### config.mk
export PLATFORM = sky130hd
export DESIGN_NAME = relay_interlock_fault_monitor
export DESIGN_NICKNAME = d
export VERILOG_FILES = /design/src/sv/rifm_pkg.sv /design/src/sv/rifm_cmd.sv /design/src/sv/rifm_mon.sv /design/src/sv/relay_interlock_fault_monitor.sv
export SDC_FILE = /design/constraint.sdc
export NUM_CORES = 1
export LEC_CHECK = 0
export ABC_CLOCK_PERIOD_IN_PS = 7570
export BUFFER_PORTS_ARGS = -buffer_cell sky130_fd_sc_hd__buf_2
export CORE_MARGIN = 2
export CORE_UTILIZATION = 45
export CTS_CLUSTER_DIAMETER = 30
export DETAILED_ROUTE_END_ITERATION = 10
export GPL_TIMING_DRIVEN = 0
export PLACE_DENSITY = 0.75
export SLEW_MARGIN = 10
export SYNTH_ARGS = -nofsm -noshare
export SYNTH_HDL_FRONTEND = slang
export SYNTH_SLANG_ARGS = --single-unit
export TNS_END_PERCENT = 1
### constraint.sdc
create_clock -name clk -period 7.57 [get_ports clk]
set_input_delay 0.757 -clock clk [delete_from_list [all_inputs] [get_ports clk]]
set_output_delay 0.757 -clock clk [all_outputs]
set_load 0.01 [all_outputs]
### src/sv/rifm_pkg.sv
// ----------------------------------------------------------------------------
// rifm_pkg
// Types and constants shared by the relay interlock and fault monitor.
// ----------------------------------------------------------------------------
package rifm_pkg;

  // Field widths
  localparam int FIELD_W = 10;
  localparam int CNT_W   = 4;
  localparam int OP_W    = 3;

  // Mismatch limit after reset
  localparam logic [CNT_W-1:0] LIMIT_RST = 4'd5;

  // Relay positions in the drive word
  localparam int RLY_CT_EN  = 0;
  localparam int RLY_CT_DIS = 1;
  localparam int RLY_FE_EN  = 2;
  localparam int RLY_FE_DIS = 3;
  localparam int RLY_CT_ACT = 4;
  localparam int RLY_FE_ACT = 5;
  localparam int RLY_AUX1   = 6;
  localparam int RLY_AUX2   = 7;
  localparam int RLY_AUX3   = 8;
  localparam int RLY_AUX4   = 9;

  // Operation codes
  typedef enum logic [OP_W-1:0] {
    OP_ALARM_EN = 3'd0,
    OP_CT_ACT   = 3'd1,
    OP_FE_ACT   = 3'd2,
    OP_REMOTE   = 3'd3,
    OP_CHECK    = 3'd4
  } op_t;

  // One registered input word
  typedef struct packed {
    op_t                op;
    logic               req;
    logic [FIELD_W-1:0] rb;
  } item_t;

endpackage

### src/sv/rifm_cmd.sv
// ----------------------------------------------------------------------------
// rifm_cmd
// Commanded relay state with the alarm-enable interlock on the active relays.
// ----------------------------------------------------------------------------
module rifm_cmd
  import rifm_pkg::*;
#(
  parameter int RELAY_COUNT = 10
) (
  input  logic                   clk,
  input  logic                   rst_n,
  input  logic                   upd,
  input  item_t                  item,
  output logic [RELAY_COUNT-1:0] cmd_cur,
  output logic [RELAY_COUNT-1:0] cmd_nxt
);

  logic [RELAY_COUNT-1:0] cmd_r;
  logic                   ct_gate;
  logic                   fe_gate;

  // Interlock: active relay only with both matching enables on
  assign ct_gate = item.req & cmd_r[RLY_CT_EN] & cmd_r[RLY_CT_DIS];
  assign fe_gate = item.req & cmd_r[RLY_FE_EN] & cmd_r[RLY_FE_DIS];

  // Next commanded state
  always_comb begin
    cmd_nxt = cmd_r;
    unique case (item.op)
      OP_ALARM_EN: begin
        cmd_nxt[RLY_CT_EN]  = item.req;
        cmd_nxt[RLY_CT_DIS] = item.req;
        cmd_nxt[RLY_FE_EN]  = item.req;
        cmd_nxt[RLY_FE_DIS] = item.req;
        cmd_nxt[RLY_AUX1]   = item.req;
      end
      OP_CT_ACT: begin
        cmd_nxt[RLY_CT_ACT] = ct_gate;
        cmd_nxt[RLY_AUX2]   = ct_gate;
      end
      OP_FE_ACT: begin
        cmd_nxt[RLY_FE_ACT] = fe_gate;
        cmd_nxt[RLY_AUX3]   = fe_gate;
      end
      OP_REMOTE: begin
        cmd_nxt[RLY_AUX4] = item.req;
      end
      default: begin
        cmd_nxt = cmd_r;
      end
    endcase
  end

  // Commanded state register
  always_ff @(posedge clk) begin
    if (!rst_n) begin
      cmd_r <= '0;
    end else if (upd) begin
      cmd_r <= cmd_nxt;
    end
  end

  assign cmd_cur = cmd_r;

endmodule

### src/sv/rifm_mon.sv
// ----------------------------------------------------------------------------
// rifm_mon
// Per-relay consecutive mismatch counters and fault detection on check.
// ----------------------------------------------------------------------------
module rifm_mon
  import rifm_pkg::*;
#(
  parameter int RELAY_COUNT = 10
) (
  input  logic                   clk,
  input  logic                   rst_n,
  input  logic                   upd,
  input  item_t                  item,
  input  logic [RELAY_COUNT-1:0] cmd_cur,
  input  logic [CNT_W-1:0]       limit,
  output logic [RELAY_COUNT-1:0] fault_nxt
);

  logic [CNT_W-1:0]       cnt_r   [RELAY_COUNT];
  logic [CNT_W-1:0]       cnt_nxt [RELAY_COUNT];
  logic [CNT_W-1:0]       cnt_inc [RELAY_COUNT];
  logic [RELAY_COUNT-1:0] rb_ext;
  logic [RELAY_COUNT-1:0] mism;
  logic                   is_check;

  // Relays above the readback word read back as off
  assign rb_ext   = RELAY_COUNT'(item.rb);
  assign mism     = rb_ext ^ cmd_cur;
  assign is_check = (item.op == OP_CHECK);

  // Counter update, one independent lane per relay
  always_comb begin
    for (int i = 0; i < RELAY_COUNT; i++) begin
      cnt_inc[i]   = cnt_r[i] + CNT_W'(1);
      cnt_nxt[i]   = cnt_r[i];
      fault_nxt[i] = 1'b0;
      if (is_check) begin
        if (mism[i]) begin
          if (cnt_inc[i] >= limit) begin
            cnt_nxt[i]   = '0;
            fault_nxt[i] = 1'b1;
          end else begin
            cnt_nxt[i] = cnt_inc[i];
          end
        end else begin
          cnt_nxt[i] = '0;
        end
      end
    end
  end

  // Counter registers
  always_ff @(posedge clk) begin
    if (!rst_n) begin
      for (int i = 0; i < RELAY_COUNT; i++) begin
        cnt_r[i] <= '0;
      end
    end else if (upd) begin
      for (int i = 0; i < RELAY_COUNT; i++) begin
        cnt_r[i] <= cnt_nxt[i];
      end
    end
  end

endmodule

### src/sv/relay_interlock_fault_monitor.sv
// A word accepted at the input passes the input register, then the result
// register, before it shows on the out_ ports. Throughput: one word per cycle
// while out_ready is high; all relay lanes update together in one pass.
// Reset (rst_n low, synchronous): relays all off, mismatch counters zero,
// mismatch limit back to 5, both stages empty.
// ----------------------------------------------------------------------------
// relay_interlock_fault_monitor
// Ten-relay command interlock with readback mismatch fault monitoring.
// ----------------------------------------------------------------------------
module relay_interlock_fault_monitor
  import rifm_pkg::*;
#(
  parameter int RELAY_COUNT = 10
) (
  input  logic               clk,
  input  logic               rst_n,
  // input channel
  input  logic               in_valid,
  output logic               in_ready,
  input  logic [OP_W-1:0]    in_operation,
  input  logic               in_request,
  input  logic [FIELD_W-1:0] in_readback,
  // result channel
  output logic               out_valid,
  input  logic               out_ready,
  output logic [FIELD_W-1:0] out_relay_drive,
  output logic [FIELD_W-1:0] out_fault_mask,
  // configuration
  input  logic               cfg_wr_en,
  input  logic [CNT_W-1:0]   cfg_wr_data
);

  logic                   s1_vld_r;
  item_t                  item_r;
  logic                   s1_adv;
  logic                   in_fire;
  logic                   out_vld_r;
  logic [FIELD_W-1:0]     drive_r;
  logic [FIELD_W-1:0]     fault_r;
  logic [CNT_W-1:0]       limit_r;
  logic [RELAY_COUNT-1:0] cmd_cur;
  logic [RELAY_COUNT-1:0] cmd_nxt;
  logic [RELAY_COUNT-1:0] fault_nxt;

  // Handshake between the two stages
  assign s1_adv   = s1_vld_r & (~out_vld_r | out_ready);
  assign in_ready = ~s1_vld_r | s1_adv;
  assign in_fire  = in_valid & in_ready;

  // Mismatch limit register
  always_ff @(posedge clk) begin
    if (!rst_n) begin
      limit_r <= LIMIT_RST;
    end else if (cfg_wr_en) begin
      limit_r <= cfg_wr_data;
    end
  end

  // Input stage
  always_ff @(posedge clk) begin
    if (!rst_n) begin
      s1_vld_r <= 1'b0;
    end else if (in_fire) begin
      s1_vld_r <= 1'b1;
    end else if (s1_adv) begin
      s1_vld_r <= 1'b0;
    end
  end

  always_ff @(posedge clk) begin
    if (in_fire) begin
      item_r.op  <= op_t'(in_operation);
      item_r.req <= in_request;
      item_r.rb  <= in_readback;
    end
  end

  // Command logic and commanded state
  rifm_cmd #(
    .RELAY_COUNT(RELAY_COUNT)
  ) u_cmd (
    .clk     (clk),
    .rst_n   (rst_n),
    .upd     (s1_adv),
    .item    (item_r),
    .cmd_cur (cmd_cur),
    .cmd_nxt (cmd_nxt)
  );

  // Readback monitor
  rifm_mon #(
    .RELAY_COUNT(RELAY_COUNT)
  ) u_mon (
    .clk       (clk),
    .rst_n     (rst_n),
    .upd       (s1_adv),
    .item      (item_r),
    .cmd_cur   (cmd_cur),
    .limit     (limit_r),
    .fault_nxt (fault_nxt)
  );

  // Result stage
  always_ff @(posedge clk) begin
    if (!rst_n) begin
      out_vld_r <= 1'b0;
    end else if (s1_adv) begin
      out_vld_r <= 1'b1;
    end else if (out_ready) begin
      out_vld_r <= 1'b0;
    end
  end

  always_ff @(posedge clk) begin
    if (s1_adv) begin
      drive_r <= cmd_nxt[FIELD_W-1:0];
      fault_r <= fault_nxt[FIELD_W-1:0];
    end
  end

  assign out_valid       = out_vld_r;
  assign out_relay_drive = drive_r;
  assign out_fault_mask  = fault_r;

endmodule

==> flow_results.xml, run 1 <==
<?xml version="1.0" encoding="UTF-8"?>
<metrics>
  <group name="logic_synthesis">
    <metric name="synth_edf_count" unit="">74</metric>
    <metric name="synth_seq_cells" unit="">90</metric>
    <metric name="postSynthNetCount" unit="">477</metric>
    <metric name="syn-mean-instance-area" unit="sq um">12.0</metric>
    <metric name="synthCells" unit="">404</metric>
    <metric name="synth-async-reset-ratio" unit="%">0</metric>
    <metric name="synth_ff_type" unit="">sky130_fd_sc_hd__edfxtp_1</metric>
    <metric name="yosysSeqAreaShare" unit="%">52.5</metric>
    <metric name="synth_area" unit="sq um">4840</metric>
    <metric name="synthesis.yosys.warnings" unit="">0</metric>
    <metric name="synth.lib_cells_used.distinct" unit="">40</metric>
  </group>
  <group name="worst_setup_path">
    <metric name="arrival_time_at_the_worst_endpoint" unit="ns">2.67</metric>
    <metric name="timing_worst_setup_path_type" unit="">register to register</metric>
    <metric name="worst-endpoint-required" unit="ns">7.61</metric>
    <metric name="critical_path.max_fanout" unit="">30</metric>
    <metric name="critPathLaunchType" unit="">register</metric>
    <metric name="cp-end-kind" unit="">register</metric>
  </group>
  <group name="power">
    <metric name="power.share.sequential" unit="%">56.5</metric>
    <metric name="highest_ir_drop_seen_on_vdd" unit="V">0.000116</metric>
    <metric name="finalPower" unit="mW">1.01</metric>
    <metric name="power_density" unit="nW/um^2">187</metric>
    <metric name="swShare" unit="%">26.5</metric>
    <metric name="p_switching" unit="mW">0.269</metric>
    <metric name="leakage_power" unit="nW">2.40</metric>
    <metric name="power.combinational.fraction" unit="%">14.2</metric>
    <metric name="power.clock.fraction" unit="%">29.3</metric>
    <metric name="cellInternalPower" unit="mW">0.746</metric>
  </group>
  <group name="place">
    <metric name="place.detailed.instances" unit="">584</metric>
    <metric name="io_buffer_count" unit="">42</metric>
    <metric name="placement.cell_area" unit="sq um">5260</metric>
    <metric name="hpwl" unit="mm">7.32</metric>
    <metric name="routabilityCongestion" unit="">0.827</metric>
  </group>
  <group name="sta">
    <metric name="finClkSkew" unit="ns">0.0142</metric>
    <metric name="hold_viol" unit="">0</metric>
    <metric name="timing.fmax" unit="MHz">381</metric>
    <metric name="tightestPinTransition" unit="ns">0.806</metric>
    <metric name="timing.final.max_slew_violations" unit="">0</metric>
    <metric name="worst_case_headroom_to_the_max_slew_limit" unit="%">46.2</metric>
    <metric name="timing.setup.tns" unit="ns">0</metric>
    <metric name="layout_worst_path_cycle_share" unit="%">34.7</metric>
    <metric name="period_minus_slack" unit="ns">2.63</metric>
    <metric name="final-setup-viol-count" unit="">0</metric>
    <metric name="rsz0062_at_grt" unit="">no</metric>
  </group>
  <group name="detailed_routing">
    <metric name="detail_route.wl_per_cell" unit="microns">17.1</metric>
    <metric name="drtAntennaViolNets" unit="">0</metric>
    <metric name="drt-initial-drc-count" unit="">246</metric>
    <metric name="avgViaCountPerCell" unit="">5.66</metric>
    <metric name="drt-total-wl" unit="mm">10.3</metric>
    <metric name="drc_errors" unit="">0</metric>
    <metric name="drt_pass1_iterations" unit="">5</metric>
    <metric name="detailroute.via_count" unit="">3394</metric>
  </group>
  <group name="finish">
    <metric name="n_antenna_cell" unit="">0</metric>
    <metric name="layout_commonest_cell" unit="">sky130_fd_sc_hd__edfxtp_1</metric>
    <metric name="final_net_count" unit="">532</metric>
    <metric name="drive_above_1_share" unit="%">15.1</metric>
    <metric name="layout_common_cells" unit="">sky130_fd_sc_hd__edfxtp_1 (74), sky130_fd_sc_hd__ha_1 (50), sky130_fd_sc_hd__buf_2 (48), sky130_fd_sc_hd__nand3_1 (31), sky130_fd_sc_hd__nand2_1 (30)</metric>
    <metric name="finalInstanceArea" unit="sq um">5430</metric>
    <metric name="layout-area-overhead-vs-synth" unit="%">12.2</metric>
    <metric name="fin_cells" unit="">600</metric>
    <metric name="final_core_occ" unit="%">52.4</metric>
  </group>
  <group name="hold_path">
    <metric name="worstHoldPathType" unit="">register to register</metric>
  </group>
  <group name="clock_tree">
    <metric name="worst_setup_hold_path_clk_slew" unit="ns">0.08</metric>
    <metric name="number_of_buffers_created_by_cts" unit="">9</metric>
    <metric name="cts_tree" unit="">done</metric>
    <metric name="cts-resized-gates" unit="">0</metric>
    <metric name="cts_hold_buf" unit="">0</metric>
    <metric name="htreeDepth" unit="">3</metric>
    <metric name="post-cts-setup-buffer-count" unit="">0</metric>
    <metric name="cts.sinks" unit="">90</metric>
    <metric name="clock_tree_buffer_depth" unit="">2</metric>
    <metric name="skew_pair_late_insertion_delay" unit="ns">0.35</metric>
    <metric name="cts_root_buffer" unit="">sky130_fd_sc_hd__clkbuf_8</metric>
  </group>
  <group name="die">
    <metric name="floorplan.die_area" unit="sq um">11600</metric>
    <metric name="start_util" unit="%">46.7</metric>
    <metric name="io_pins" unit="">45</metric>
    <metric name="core.rowCount" unit="">37</metric>
    <metric name="floorplan_die_height" unit="microns">108</metric>
    <metric name="core_area" unit="sq um">10400</metric>
    <metric name="floorplan.die.width" unit="microns">108</metric>
  </group>
  <group name="global_routing">
    <metric name="globalRouteTotalUtil" unit="%">18.6</metric>
    <metric name="grt_overflow" unit="">0</metric>
    <metric name="grt_max_degree" unit="">31</metric>
    <metric name="grt_antenna_before_repair" unit="">0</metric>
    <metric name="grt_pass1_wl" unit="mm">16.6</metric>
    <metric name="grt_pass1_vias" unit="">3304</metric>
  </group>
  <group name="flow_run">
    <metric name="maxCapViolations" unit="">0</metric>
  </group>
  <group name="status">
    <metric name="outcome" unit="">completed</metric>
  </group>
</metrics>
## power groups by stage
stage | Clock (mW) | Combinational, mW | Sequential (mW)
after floorplan | 0 | 0.0965 | 0.583
after global placement | 0 | 0.132 | 0.584
after detailed placement | 0 | 0.143 | 0.584
after CTS | 0.302 | 0.144 | 0.573
after global routing | 0.322 | 0.164 | 0.575
final | 0.297 | 0.144 | 0.573
## cells by family (layout without fill, tap and decap cells)
group | count (synthesis) | in the layout | synth area share (%)
xor gates and xnor gates | 30 | 30 | 5.43
and+or+nand+nor | 129 | 129 | 15.4
adders and majority gates | 50 | 50 | 12.9
muxes | 4 | 4 | 0.853
buffers and inverters | 39 | 99 | 3.49
DFF | 90 | 90 | 52.5
AOI/OAI and AO/OA | 62 | 62 | 9.36
## stage by stage
stage	hold slack (ns)	worst slack [ns]
6_report	0.504	4.94
5_1_grt	0.546	4.76
4_1_cts	0.505	4.95
3_5_place_dp	0.484	4.69
3_3_place_gp	0.475	3.15
2_1_floorplan	0.460	4.26
## cell type report
| class | instances | area, sq um |
|---|---|---|
| clock inverters | 3 | 13.8 |
| clock buffers | 13 | 159 |
| plain buffers | 13 | 71.3 |
| repair buffers | 44 | 245 |
| fillers | 897 | 4940 |
| well taps | 136 | 170 |
| flip-flops and latches | 90 | 2540 |
| inverters | 26 | 97.6 |
| multi-input cells | 275 | 2130 |
## path summary, 6_finish.rpt
path              start                  to  slack [ns]  cells past startpoint
min          limit_r[3]          limit_r[3]        0.50                      2
min reg2reg  limit_r[3]          limit_r[3]        0.50                      2
max reg2reg    s1_vld_r  u_mon.cnt_r[0][27]        4.94                      7
max            s1_vld_r  u_mon.cnt_r[0][27]        4.94                      7
## registers in the layout, summed over array words and instances (netlist names)
name             flops
item_r              14
u_cmd.cmd_cur       10
out_relay_drive     10
out_valid            1
u_mon.cnt_r         40
out_fault_mask      10
limit_r              4
s1_vld_r             1
## critical path, stage by stage, from the launching register on
cell and delay [ns]:
sky130_fd_sc_hd__dfxtp_1 0.31, sky130_fd_sc_hd__buf_2 0.17, sky130_fd_sc_hd__inv_2 0.07, sky130_fd_sc_hd__clkbuf_1 0.29, sky130_fd_sc_hd__nor2_2 0.65, sky130_fd_sc_hd__buf_8 0.24
sky130_fd_sc_hd__a21o_2 0.33, sky130_fd_sc_hd__buf_12 0.26
## metal layers
| metal | track usage (%) | vias up | wire (microns) |
|---|---|---|---|
| met5 | 0 | - | 0 |
| met4 | 5.68 | 0 | 126 |
| met3 | 2.91 | 9 | 661 |
| met2 | 30.3 | 116 | 4840 |
| met1 | 25.6 | 1611 | 4630 |
| li1 | - | 1658 | - |
## synthesized netlist by cell type, types with 3 or more instances
master	count	area share, %
sky130_fd_sc_hd__o31a_1	9	1.6
sky130_fd_sc_hd__nand4_1	10	1.3
sky130_fd_sc_hd__nor4_1	28	3.6
sky130_fd_sc_hd__nand3_1	31	3.2
sky130_fd_sc_hd__nor2_1	4	0.31
sky130_fd_sc_hd__o211a_1	9	1.9
sky130_fd_sc_hd__o21a_1	9	1.4
sky130_fd_sc_hd__mux2i_1	3	0.62
sky130_fd_sc_hd__nor4b_1	8	1.4
sky130_fd_sc_hd__nand2_1	30	2.3
sky130_fd_sc_hd__edfxtp_1	74	46
sky130_fd_sc_hd__xor2_1	29	5.2
sky130_fd_sc_hd__a211oi_1	4	0.62
sky130_fd_sc_hd__a21oi_1	20	2.1
sky130_fd_sc_hd__clkbuf_1	3	0.23
sky130_fd_sc_hd__nand2b_1	3	0.39
sky130_fd_sc_hd__inv_1	25	1.9
sky130_fd_sc_hd__ha_1	50	13
sky130_fd_sc_hd__a21o_1	7	1.1
sky130_fd_sc_hd__dfxtp_1	16	6.6
sky130_fd_sc_hd__buf_2	6	0.62
No activity file was read; power rests on OpenSTA's default activity.
==> run 2: changes to the inputs <==
Settings changed: ABC_CLOCK_PERIOD_IN_PS 7570 to 2700.
Clock period 7.57 ns to 2.7 ns, I/O delays scaled along.
==> run 2 against run 1 <==
Highest routed layer unchanged. First-iteration DRC count fell by 11%. Utilization rose by 0.13 points. Flip-flop and latch count did not move. Sequential power rose to 2.8 times the previous value. Combinational power rose to 2.8 times the previous value. Register-to-register slack got worse by 4.7 ns. Wire length rose by 1.1%. Non-clock buffer count fell by 2. Global-route usage rose by 0.82 points. Final cell count fell by 0.33%.
==> flow_results.xml, run 2 (same netlist as run 1, synthesis figures left out) <==
<?xml version="1.0" encoding="UTF-8"?>
<metrics>
  <group name="status">
    <metric name="outcome" unit="">completed</metric>
  </group>
  <group name="sta">
    <metric name="timing.setup.tns" unit="ns">0</metric>
    <metric name="tightestPinTransition" unit="ns">0.833</metric>
    <metric name="minimum_hold_slack" unit="ns">0.0812</metric>
    <metric name="finClkSkew" unit="ns">0.00970</metric>
    <metric name="final-setup-viol-count" unit="">0</metric>
    <metric name="rsz0062_at_grt" unit="">no</metric>
    <metric name="timing.fmax" unit="MHz">402</metric>
    <metric name="layout_worst_path_cycle_share" unit="%">92.2</metric>
    <metric name="timing.final.max_slew_violations" unit="">0</metric>
    <metric name="final.setup.worst_slack" unit="ns">0.210</metric>
    <metric name="hold_viol" unit="">0</metric>
    <metric name="period_minus_slack" unit="ns">2.49</metric>
    <metric name="worst_case_headroom_to_the_max_slew_limit" unit="%">44.5</metric>
  </group>
  <group name="worst_setup_path">
    <metric name="path_delay_family" unit="">simple AND/OR/NAND/NOR gates</metric>
    <metric name="cp-end-kind" unit="">register</metric>
    <metric name="critical_path.max_fanout" unit="">40</metric>
    <metric name="cell_chain_of_the_critical_path" unit="">buf_2 &gt; inv_2 &gt; clkbuf_1 &gt; nor2_4 &gt; a21o_4</metric>
    <metric name="critical_path.slowest_cell" unit="">sky130_fd_sc_hd__nor2_4</metric>
    <metric name="timing_worst_setup_path_type" unit="">register to register</metric>
    <metric name="worst_path_buf_inv" unit="">3</metric>
    <metric name="arrival_time_at_the_worst_endpoint" unit="ns">2.49</metric>
    <metric name="worst-endpoint-required" unit="ns">2.69</metric>
    <metric name="critPathLaunchType" unit="">register</metric>
    <metric name="timing.critical_path.slowest_cell_delay" unit="ns">0.69</metric>
  </group>
  <group name="clock_tree">
    <metric name="cts_root_buffer" unit="">sky130_fd_sc_hd__clkbuf_8</metric>
    <metric name="worst_setup_hold_path_clk_slew" unit="ns">0.09</metric>
    <metric name="htreeDepth" unit="">3</metric>
    <metric name="cts_tree" unit="">done</metric>
    <metric name="cts.sinks" unit="">90</metric>
    <metric name="skew_pair_late_insertion_delay" unit="ns">0.36</metric>
    <metric name="number_of_buffers_created_by_cts" unit="">9</metric>
    <metric name="clock_tree_buffer_depth" unit="">2</metric>
  </group>
  <group name="finish">
    <metric name="final_core_occ" unit="%">52.5</metric>
    <metric name="n_antenna_cell" unit="">0</metric>
    <metric name="layout_common_cells" unit="">sky130_fd_sc_hd__edfxtp_1 (74), sky130_fd_sc_hd__ha_1 (50), sky130_fd_sc_hd__buf_2 (48), sky130_fd_sc_hd__nand3_1 (31), sky130_fd_sc_hd__nand2_1 (30)</metric>
    <metric name="largest_register_ffs" unit="">40</metric>
    <metric name="seq_area" unit="sq um">2540</metric>
    <metric name="n_fill_cell" unit="">886</metric>
    <metric name="drive_above_1_share" unit="%">14.9</metric>
    <metric name="multi_input_area" unit="sq um">2140</metric>
    <metric name="layout-area-overhead-vs-synth" unit="%">12.5</metric>
    <metric name="register_with_the_most_flip_flops" unit="">u_mon.cnt_r</metric>
    <metric name="final_net_count" unit="">530</metric>
    <metric name="fin_cells" unit="">598</metric>
    <metric name="layout_commonest_cell" unit="">sky130_fd_sc_hd__edfxtp_1</metric>
    <metric name="finalInstanceArea" unit="sq um">5440</metric>
    <metric name="reg_top3" unit="">u_mon.cnt_r x40, item_r x14</metric>
  </group>
  <group name="detailed_routing">
    <metric name="drt_pass1_iterations" unit="">5</metric>
    <metric name="avgViaCountPerCell" unit="">5.70</metric>
    <metric name="drt-initial-drc-count" unit="">219</metric>
    <metric name="detailroute.via_count" unit="">3407</metric>
    <metric name="drtAntennaViolNets" unit="">0</metric>
    <metric name="detail_route.wl_per_cell" unit="microns">17.4</metric>
    <metric name="drc_errors" unit="">0</metric>
    <metric name="drt-total-wl" unit="mm">10.4</metric>
  </group>
  <group name="global_routing">
    <metric name="grt_max_degree" unit="">41</metric>
    <metric name="grt_pass1_wl" unit="mm">17.3</metric>
    <metric name="grt_pass1_vias" unit="">3492</metric>
    <metric name="globalRouteTotalUtil" unit="%">19.4</metric>
    <metric name="grt_antenna_before_repair" unit="">0</metric>
    <metric name="grt_overflow" unit="">0</metric>
  </group>
  <group name="power">
    <metric name="cellInternalPower" unit="mW">2.18</metric>
    <metric name="power.share.sequential" unit="%">54.4</metric>
    <metric name="power_density" unit="nW/um^2">542</metric>
    <metric name="power.clock.fraction" unit="%">32.0</metric>
    <metric name="finalPower" unit="mW">2.95</metric>
    <metric name="power.combinational.fraction" unit="%">13.6</metric>
    <metric name="p_switching" unit="mW">0.772</metric>
    <metric name="highest_ir_drop_seen_on_vdd" unit="V">0.000279</metric>
    <metric name="leakage_power" unit="nW">2.39</metric>
    <metric name="swShare" unit="%">26.1</metric>
  </group>
  <group name="hold_path">
    <metric name="worstHoldPathType" unit="">input port to register</metric>
  </group>
  <group name="die">
    <metric name="core_area" unit="sq um">10400</metric>
    <metric name="floorplan.die.width" unit="microns">108</metric>
    <metric name="start_util" unit="%">46.7</metric>
    <metric name="core.rowCount" unit="">37</metric>
    <metric name="floorplan.die_area" unit="sq um">11600</metric>
    <metric name="io_pins" unit="">45</metric>
    <metric name="floorplan_die_height" unit="microns">108</metric>
  </group>
  <group name="flow_run">
    <metric name="maxCapViolations" unit="">0</metric>
  </group>
  <group name="place">
    <metric name="placement.setup.worst_slack" unit="ns">-0.532</metric>
    <metric name="routabilityCongestion" unit="">0.817</metric>
    <metric name="io_buffer_count" unit="">42</metric>
    <metric name="hpwl" unit="mm">7.35</metric>
    <metric name="placement.cell_area" unit="sq um">5220</metric>
    <metric name="place.detailed.instances" unit="">582</metric>
  </group>
</metrics>
-- run 2: cell types whose count changed in the layout (fill, tap and decap cells not counted) --
cell	delta
sky130_fd_sc_hd__clkinvlp_4	+2
sky130_fd_sc_hd__a21o_4	+1
sky130_fd_sc_hd__clkbuf_16	+2
sky130_fd_sc_hd__buf_8	-1
sky130_fd_sc_hd__nor2_2	-1
sky130_fd_sc_hd__buf_12	-1
sky130_fd_sc_hd__nor2_4	+1
sky130_fd_sc_hd__clkbuf_8	-1
sky130_fd_sc_hd__a21o_2	-1
sky130_fd_sc_hd__clkinv_1	-1
sky130_fd_sc_hd__clkinv_2	-2
-- run 2: area by class of cell --
cell class,count,share of cell area (%)
flip-flops and latches,90,46.7
multi-input cells,275,39.3
repair buffers,42,3.86
clock buffers,14,3.59
well taps,136,3.13
inverters,26,1.79
plain buffers,13,1.31
clock inverters,2,0.276
-- run 2: repair_timing --
| item | in CTS | in global routing |
|---|---|---|
| resized for setup | 2 | 0 |
| endpoints found under the setup margin | 40 | 0 |
| hold buffers | 0 | 0 |
| buffers inserted | 0 | 0 |
-- run 2: per-layer routing --
metal  share of wire [%]  wire length, microns  track usage [%]  up-vias
li1                    -                     -                -     1656
met1                  45                  4650             26.0     1639
met2                  48                  5010             31.7       98
met3                 5.7                   591             4.12       14
met4                 1.3                   130             5.86        0
met5                   0                     0                0        -
-- run 2: path summary, 6_finish.rpt --
path,end,slack (ns),cells after the start,from
max,u_mon.cnt_r[0][27],0.21,5,s1_vld_r
min,item_r[5],0.08,1,in_readback[5]
max reg2reg,u_mon.cnt_r[0][27],0.21,5,s1_vld_r
min reg2reg,limit_r[3],0.50,2,limit_r[3]
-- run 2: power groups by stage --
| stage | logic (mW) | clock network, mW | registers [mW] |
|---|---|---|---|
| 2_1_floorplan | 0.271 | 0 | 1.63 |
| 3_3_place_gp | 0.371 | 0 | 1.64 |
| 3_5_place_dp | 0.397 | 0 | 1.64 |
| 4_1_cts | 0.401 | 0.962 | 1.61 |
| 5_1_grt | 0.460 | 1.02 | 1.62 |
| 6_report | 0.402 | 0.945 | 1.61 |
==> run 3: changes to the inputs <==
Settings changed: ABC_AREA from default to 1.
==> run 3 against run 2 <==
Clock power is 3.5% lower. Hold slack worse by 0.0094 ns. Synthesized area is 3.6% higher. Register-to-register slack better by 0.38 ns. Sequential power hardly changed. Maximum frequency is 18% higher. Die area is 3.5% higher. Non-clock buffer count is 5 lower. Sequential share of layout area is 1.7 points lower.
==> flow_results.xml, run 3 <==
<?xml version="1.0" encoding="UTF-8"?>
<metrics>
  <group name="global_routing">
    <metric name="gr-usage-met3" unit="%">3.32</metric>
    <metric name="grt_max_degree" unit="">30</metric>
    <metric name="grt_pass1_vias" unit="">3910</metric>
    <metric name="grtUsageMet2" unit="%">32.5</metric>
    <metric name="grt_antenna_before_repair" unit="">0</metric>
    <metric name="grt_pass1_wl" unit="mm">17.1</metric>
    <metric name="grt_overflow" unit="">0</metric>
    <metric name="busiest_layer" unit="">met2</metric>
    <metric name="globalRouteTotalUtil" unit="%">18.5</metric>
    <metric name="grt_use_met1" unit="%">21.8</metric>
  </group>
  <group name="power">
    <metric name="p_switching" unit="mW">0.872</metric>
    <metric name="power.combinational.fraction" unit="%">16.5</metric>
    <metric name="power_density" unit="nW/um^2">540</metric>
    <metric name="leakage_power" unit="nW">2.82</metric>
    <metric name="swShare" unit="%">28.6</metric>
    <metric name="power.share.sequential" unit="%">53.6</metric>
    <metric name="power.clock.fraction" unit="%">29.9</metric>
    <metric name="cellInternalPower" unit="mW">2.18</metric>
    <metric name="highest_ir_drop_seen_on_vdd" unit="V">0.000351</metric>
  </group>
  <group name="logic_synthesis">
    <metric name="post_synth_main_area_contributors" unit="">sky130_fd_sc_hd__edfxtp_1 (44%), sky130_fd_sc_hd__ha_1 (12%), sky130_fd_sc_hd__nand2_1 (9.6%)</metric>
    <metric name="synth_edf_count" unit="">74</metric>
    <metric name="synth_area" unit="sq um">5010</metric>
    <metric name="synth_ff_type" unit="">sky130_fd_sc_hd__edfxtp_1</metric>
    <metric name="netlist.area_leader.share" unit="%">44.3</metric>
    <metric name="yosysSeqAreaShare" unit="%">50.7</metric>
    <metric name="synth-async-reset-ratio" unit="%">0</metric>
    <metric name="ys_top_cells_by_count" unit="">sky130_fd_sc_hd__nand2_1 (128), sky130_fd_sc_hd__inv_1 (124), sky130_fd_sc_hd__edfxtp_1 (74), sky130_fd_sc_hd__nand3_1 (56), sky130_fd_sc_hd__ha_1 (50)</metric>
    <metric name="post-synth-top-count-cell" unit="">sky130_fd_sc_hd__nand2_1</metric>
    <metric name="synth.lib_cells_used.distinct" unit="">16</metric>
    <metric name="synthCells" unit="">559</metric>
    <metric name="syn-mean-instance-area" unit="sq um">8.97</metric>
    <metric name="synth_seq_cells" unit="">90</metric>
    <metric name="postSynthNetCount" unit="">632</metric>
    <metric name="netlist.top_cell.by_area" unit="">sky130_fd_sc_hd__edfxtp_1</metric>
    <metric name="synthesis.yosys.warnings" unit="">0</metric>
  </group>
  <group name="detailed_routing">
    <metric name="detailroute.via_count" unit="">3927</metric>
    <metric name="drt_pass1_iterations" unit="">4</metric>
    <metric name="drtAntennaViolNets" unit="">0</metric>
    <metric name="detail_route.wl_per_cell" unit="microns">13.5</metric>
    <metric name="avgViaCountPerCell" unit="">5.17</metric>
    <metric name="drc_errors" unit="">0</metric>
    <metric name="drt-total-wl" unit="mm">10.2</metric>
    <metric name="drt-initial-drc-count" unit="">165</metric>
  </group>
  <group name="finish">
    <metric name="n_antenna_cell" unit="">0</metric>
    <metric name="largest_register_ffs" unit="">40</metric>
    <metric name="layout_common_cells" unit="">sky130_fd_sc_hd__nand2_1 (128), sky130_fd_sc_hd__inv_1 (124), sky130_fd_sc_hd__edfxtp_1 (74), sky130_fd_sc_hd__nand3_1 (56), sky130_fd_sc_hd__ha_1 (50)</metric>
    <metric name="drive_above_1_share" unit="%">10.6</metric>
    <metric name="layout-area-overhead-vs-synth" unit="%">12.6</metric>
    <metric name="final_net_count" unit="">688</metric>
    <metric name="n_fill_cell" unit="">975</metric>
    <metric name="finalInstanceArea" unit="sq um">5640</metric>
    <metric name="reg_top3" unit="">u_mon.cnt_r x40, item_r x14</metric>
    <metric name="layout_commonest_cell" unit="">sky130_fd_sc_hd__nand2_1</metric>
    <metric name="register_with_the_most_flip_flops" unit="">u_mon.cnt_r</metric>
  </group>
  <group name="clock_tree">
    <metric name="skew_pair_late_insertion_delay" unit="ns">0.37</metric>
    <metric name="htreeDepth" unit="">3</metric>
    <metric name="cts_hold_buf" unit="">0</metric>
    <metric name="cts_tree" unit="">done</metric>
    <metric name="clock_tree_buffer_depth" unit="">2</metric>
    <metric name="cts.sinks" unit="">90</metric>
    <metric name="post-cts-setup-buffer-count" unit="">0</metric>
    <metric name="number_of_buffers_created_by_cts" unit="">9</metric>
    <metric name="cts-resized-gates" unit="">0</metric>
    <metric name="worst_setup_hold_path_clk_slew" unit="ns">0.09</metric>
    <metric name="cts_root_buffer" unit="">sky130_fd_sc_hd__clkbuf_8</metric>
  </group>
  <group name="die">
    <metric name="core.rowCount" unit="">38</metric>
    <metric name="floorplan_die_height" unit="microns">110</metric>
    <metric name="io_pins" unit="">45</metric>
    <metric name="floorplan.die_area" unit="sq um">12000</metric>
    <metric name="floorplan.die.width" unit="microns">110</metric>
    <metric name="core_area" unit="sq um">10800</metric>
    <metric name="start_util" unit="%">46.2</metric>
  </group>
  <group name="worst_setup_path">
    <metric name="r2r_slack" unit="ns">0.59</metric>
    <metric name="cell_chain_of_the_critical_path" unit="">ha_1 &gt; xnor2_1 &gt; inv_1 &gt; ha_1 &gt; nand2_1 &gt; inv_1 &gt; nand2_1 &gt; nand3_1 &gt; nand3_1 &gt; inv_1</metric>
    <metric name="timing_worst_setup_path_type" unit="">register to register</metric>
    <metric name="worst-endpoint-required" unit="ns">2.83</metric>
    <metric name="critPathLaunchType" unit="">register</metric>
    <metric name="timing.critical_path.slowest_cell_delay" unit="ns">0.48</metric>
    <metric name="cp-end-kind" unit="">register</metric>
    <metric name="cpMostUsedCell" unit="">sky130_fd_sc_hd__inv_1</metric>
    <metric name="critical_path.slowest_cell" unit="">sky130_fd_sc_hd__edfxtp_1</metric>
    <metric name="arrival_time_at_the_worst_endpoint" unit="ns">2.24</metric>
    <metric name="critical_path.max_fanout" unit="">5</metric>
  </group>
  <group name="hold_path">
    <metric name="worstHoldPathType" unit="">input port to register</metric>
  </group>
  <group name="sta">
    <metric name="timing.fmax" unit="MHz">475</metric>
    <metric name="hold_viol" unit="">0</metric>
    <metric name="final-setup-viol-count" unit="">0</metric>
    <metric name="period_minus_slack" unit="ns">2.11</metric>
    <metric name="timing.setup.tns" unit="ns">0</metric>
    <metric name="rsz0062_at_grt" unit="">no</metric>
    <metric name="finClkSkew" unit="ns">0.0122</metric>
    <metric name="timing.final.max_slew_violations" unit="">0</metric>
    <metric name="layout_worst_path_cycle_share" unit="%">78.0</metric>
    <metric name="tightestPinTransition" unit="ns">0.728</metric>
    <metric name="worst_case_headroom_to_the_max_slew_limit" unit="%">51.3</metric>
  </group>
  <group name="place">
    <metric name="hpwl" unit="mm">7.68</metric>
    <metric name="io_buffer_count" unit="">44</metric>
    <metric name="routabilityCongestion" unit="">0.795</metric>
    <metric name="placement.cell_area" unit="sq um">5450</metric>
  </group>
  <group name="status">
    <metric name="outcome" unit="">completed</metric>
  </group>
  <group name="flow_run">
    <metric name="maxCapViolations" unit="">0</metric>
  </group>
</metrics>
run 3: per-layer routing:
layer | wire (microns) | vias to the layer above
met5 | 0 | -
met2 | 4970 | 94
li1 | - | 1975
met3 | 552 | 29
met1 | 4440 | 1829
met4 | 275 | 0
run 3: worst max-delay path: cells and delay by family, from the launching register on:
family                   cells  cell delay [ns]
AND/OR/NAND/NOR              4             0.46
flip-flops                   1             0.48
adder cells (fa/ha/maj)      2             0.54
buffers and inverters        3             0.16
XOR/XNOR                     1             0.22
run 3: worst paths after layout:
path                           from                end  cells after the start
setup / recovery  u_mon.cnt_r[0][8]  out_fault_mask[2]                     10
hold / removal       in_readback[9]          item_r[9]                      1
setup reg to reg  u_mon.cnt_r[0][8]  out_fault_mask[2]                     10
hold reg to reg            s1_vld_r          out_valid                      2
run 3: power by group through the flow:
stage / logic [mW] / registers [mW] / clock network [mW]
2_1_floorplan: 0.346 / 1.66 / 0
3_3_place_gp: 0.453 / 1.66 / 0
3_5_place_dp: 0.499 / 1.67 / 0
4_1_cts: 0.502 / 1.64 / 0.917
5_1_grt: 0.579 / 1.65 / 0.977
6_report: 0.503 / 1.64 / 0.912
run 3: final cells by class:
type                            count  area (sq um)  area share (%)
Buffer                              5          26.3           0.466
Clock buffer                       11           163            2.88
Clock inverter                      5          35.0           0.621
Inverter                          125           469            8.31
Multi-Input combinational cell    339          1990            35.2
Sequential cell                    90          2540            45.0
Tap cell                          140           175            3.10
Timing Repair Buffer               45           248            4.39
run 3: per-stage QoR:
step	hold slack [ns]	worst slack [ns]	utilization, %	cells	power (mW)
3_3_place_gp	0.447	0.0704	49.9	743	2.12
2_1_floorplan	0.369	0.542	-	559	2.01
3_5_place_dp	0.448	0.622	50.2	744	2.17
5_1_grt	0.0671	0.400	52.1	760	3.20
6_report	0.0718	0.593	52.1	760	3.05
4_1_cts	0.0677	0.603	52.1	760	3.05
run 3: cell families after synthesis:
kind of cell | count (synthesis) | synth area share [%]
adder cells (fa/ha/maj) | 50 | 12.5
AND/OR/NAND/NOR | 248 | 22.1
AO/OA/AOI/OAI | 31 | 3.10
XOR/XNOR | 10 | 1.75
flip-flops | 90 | 50.7
buffers and inverters | 130 | 9.89
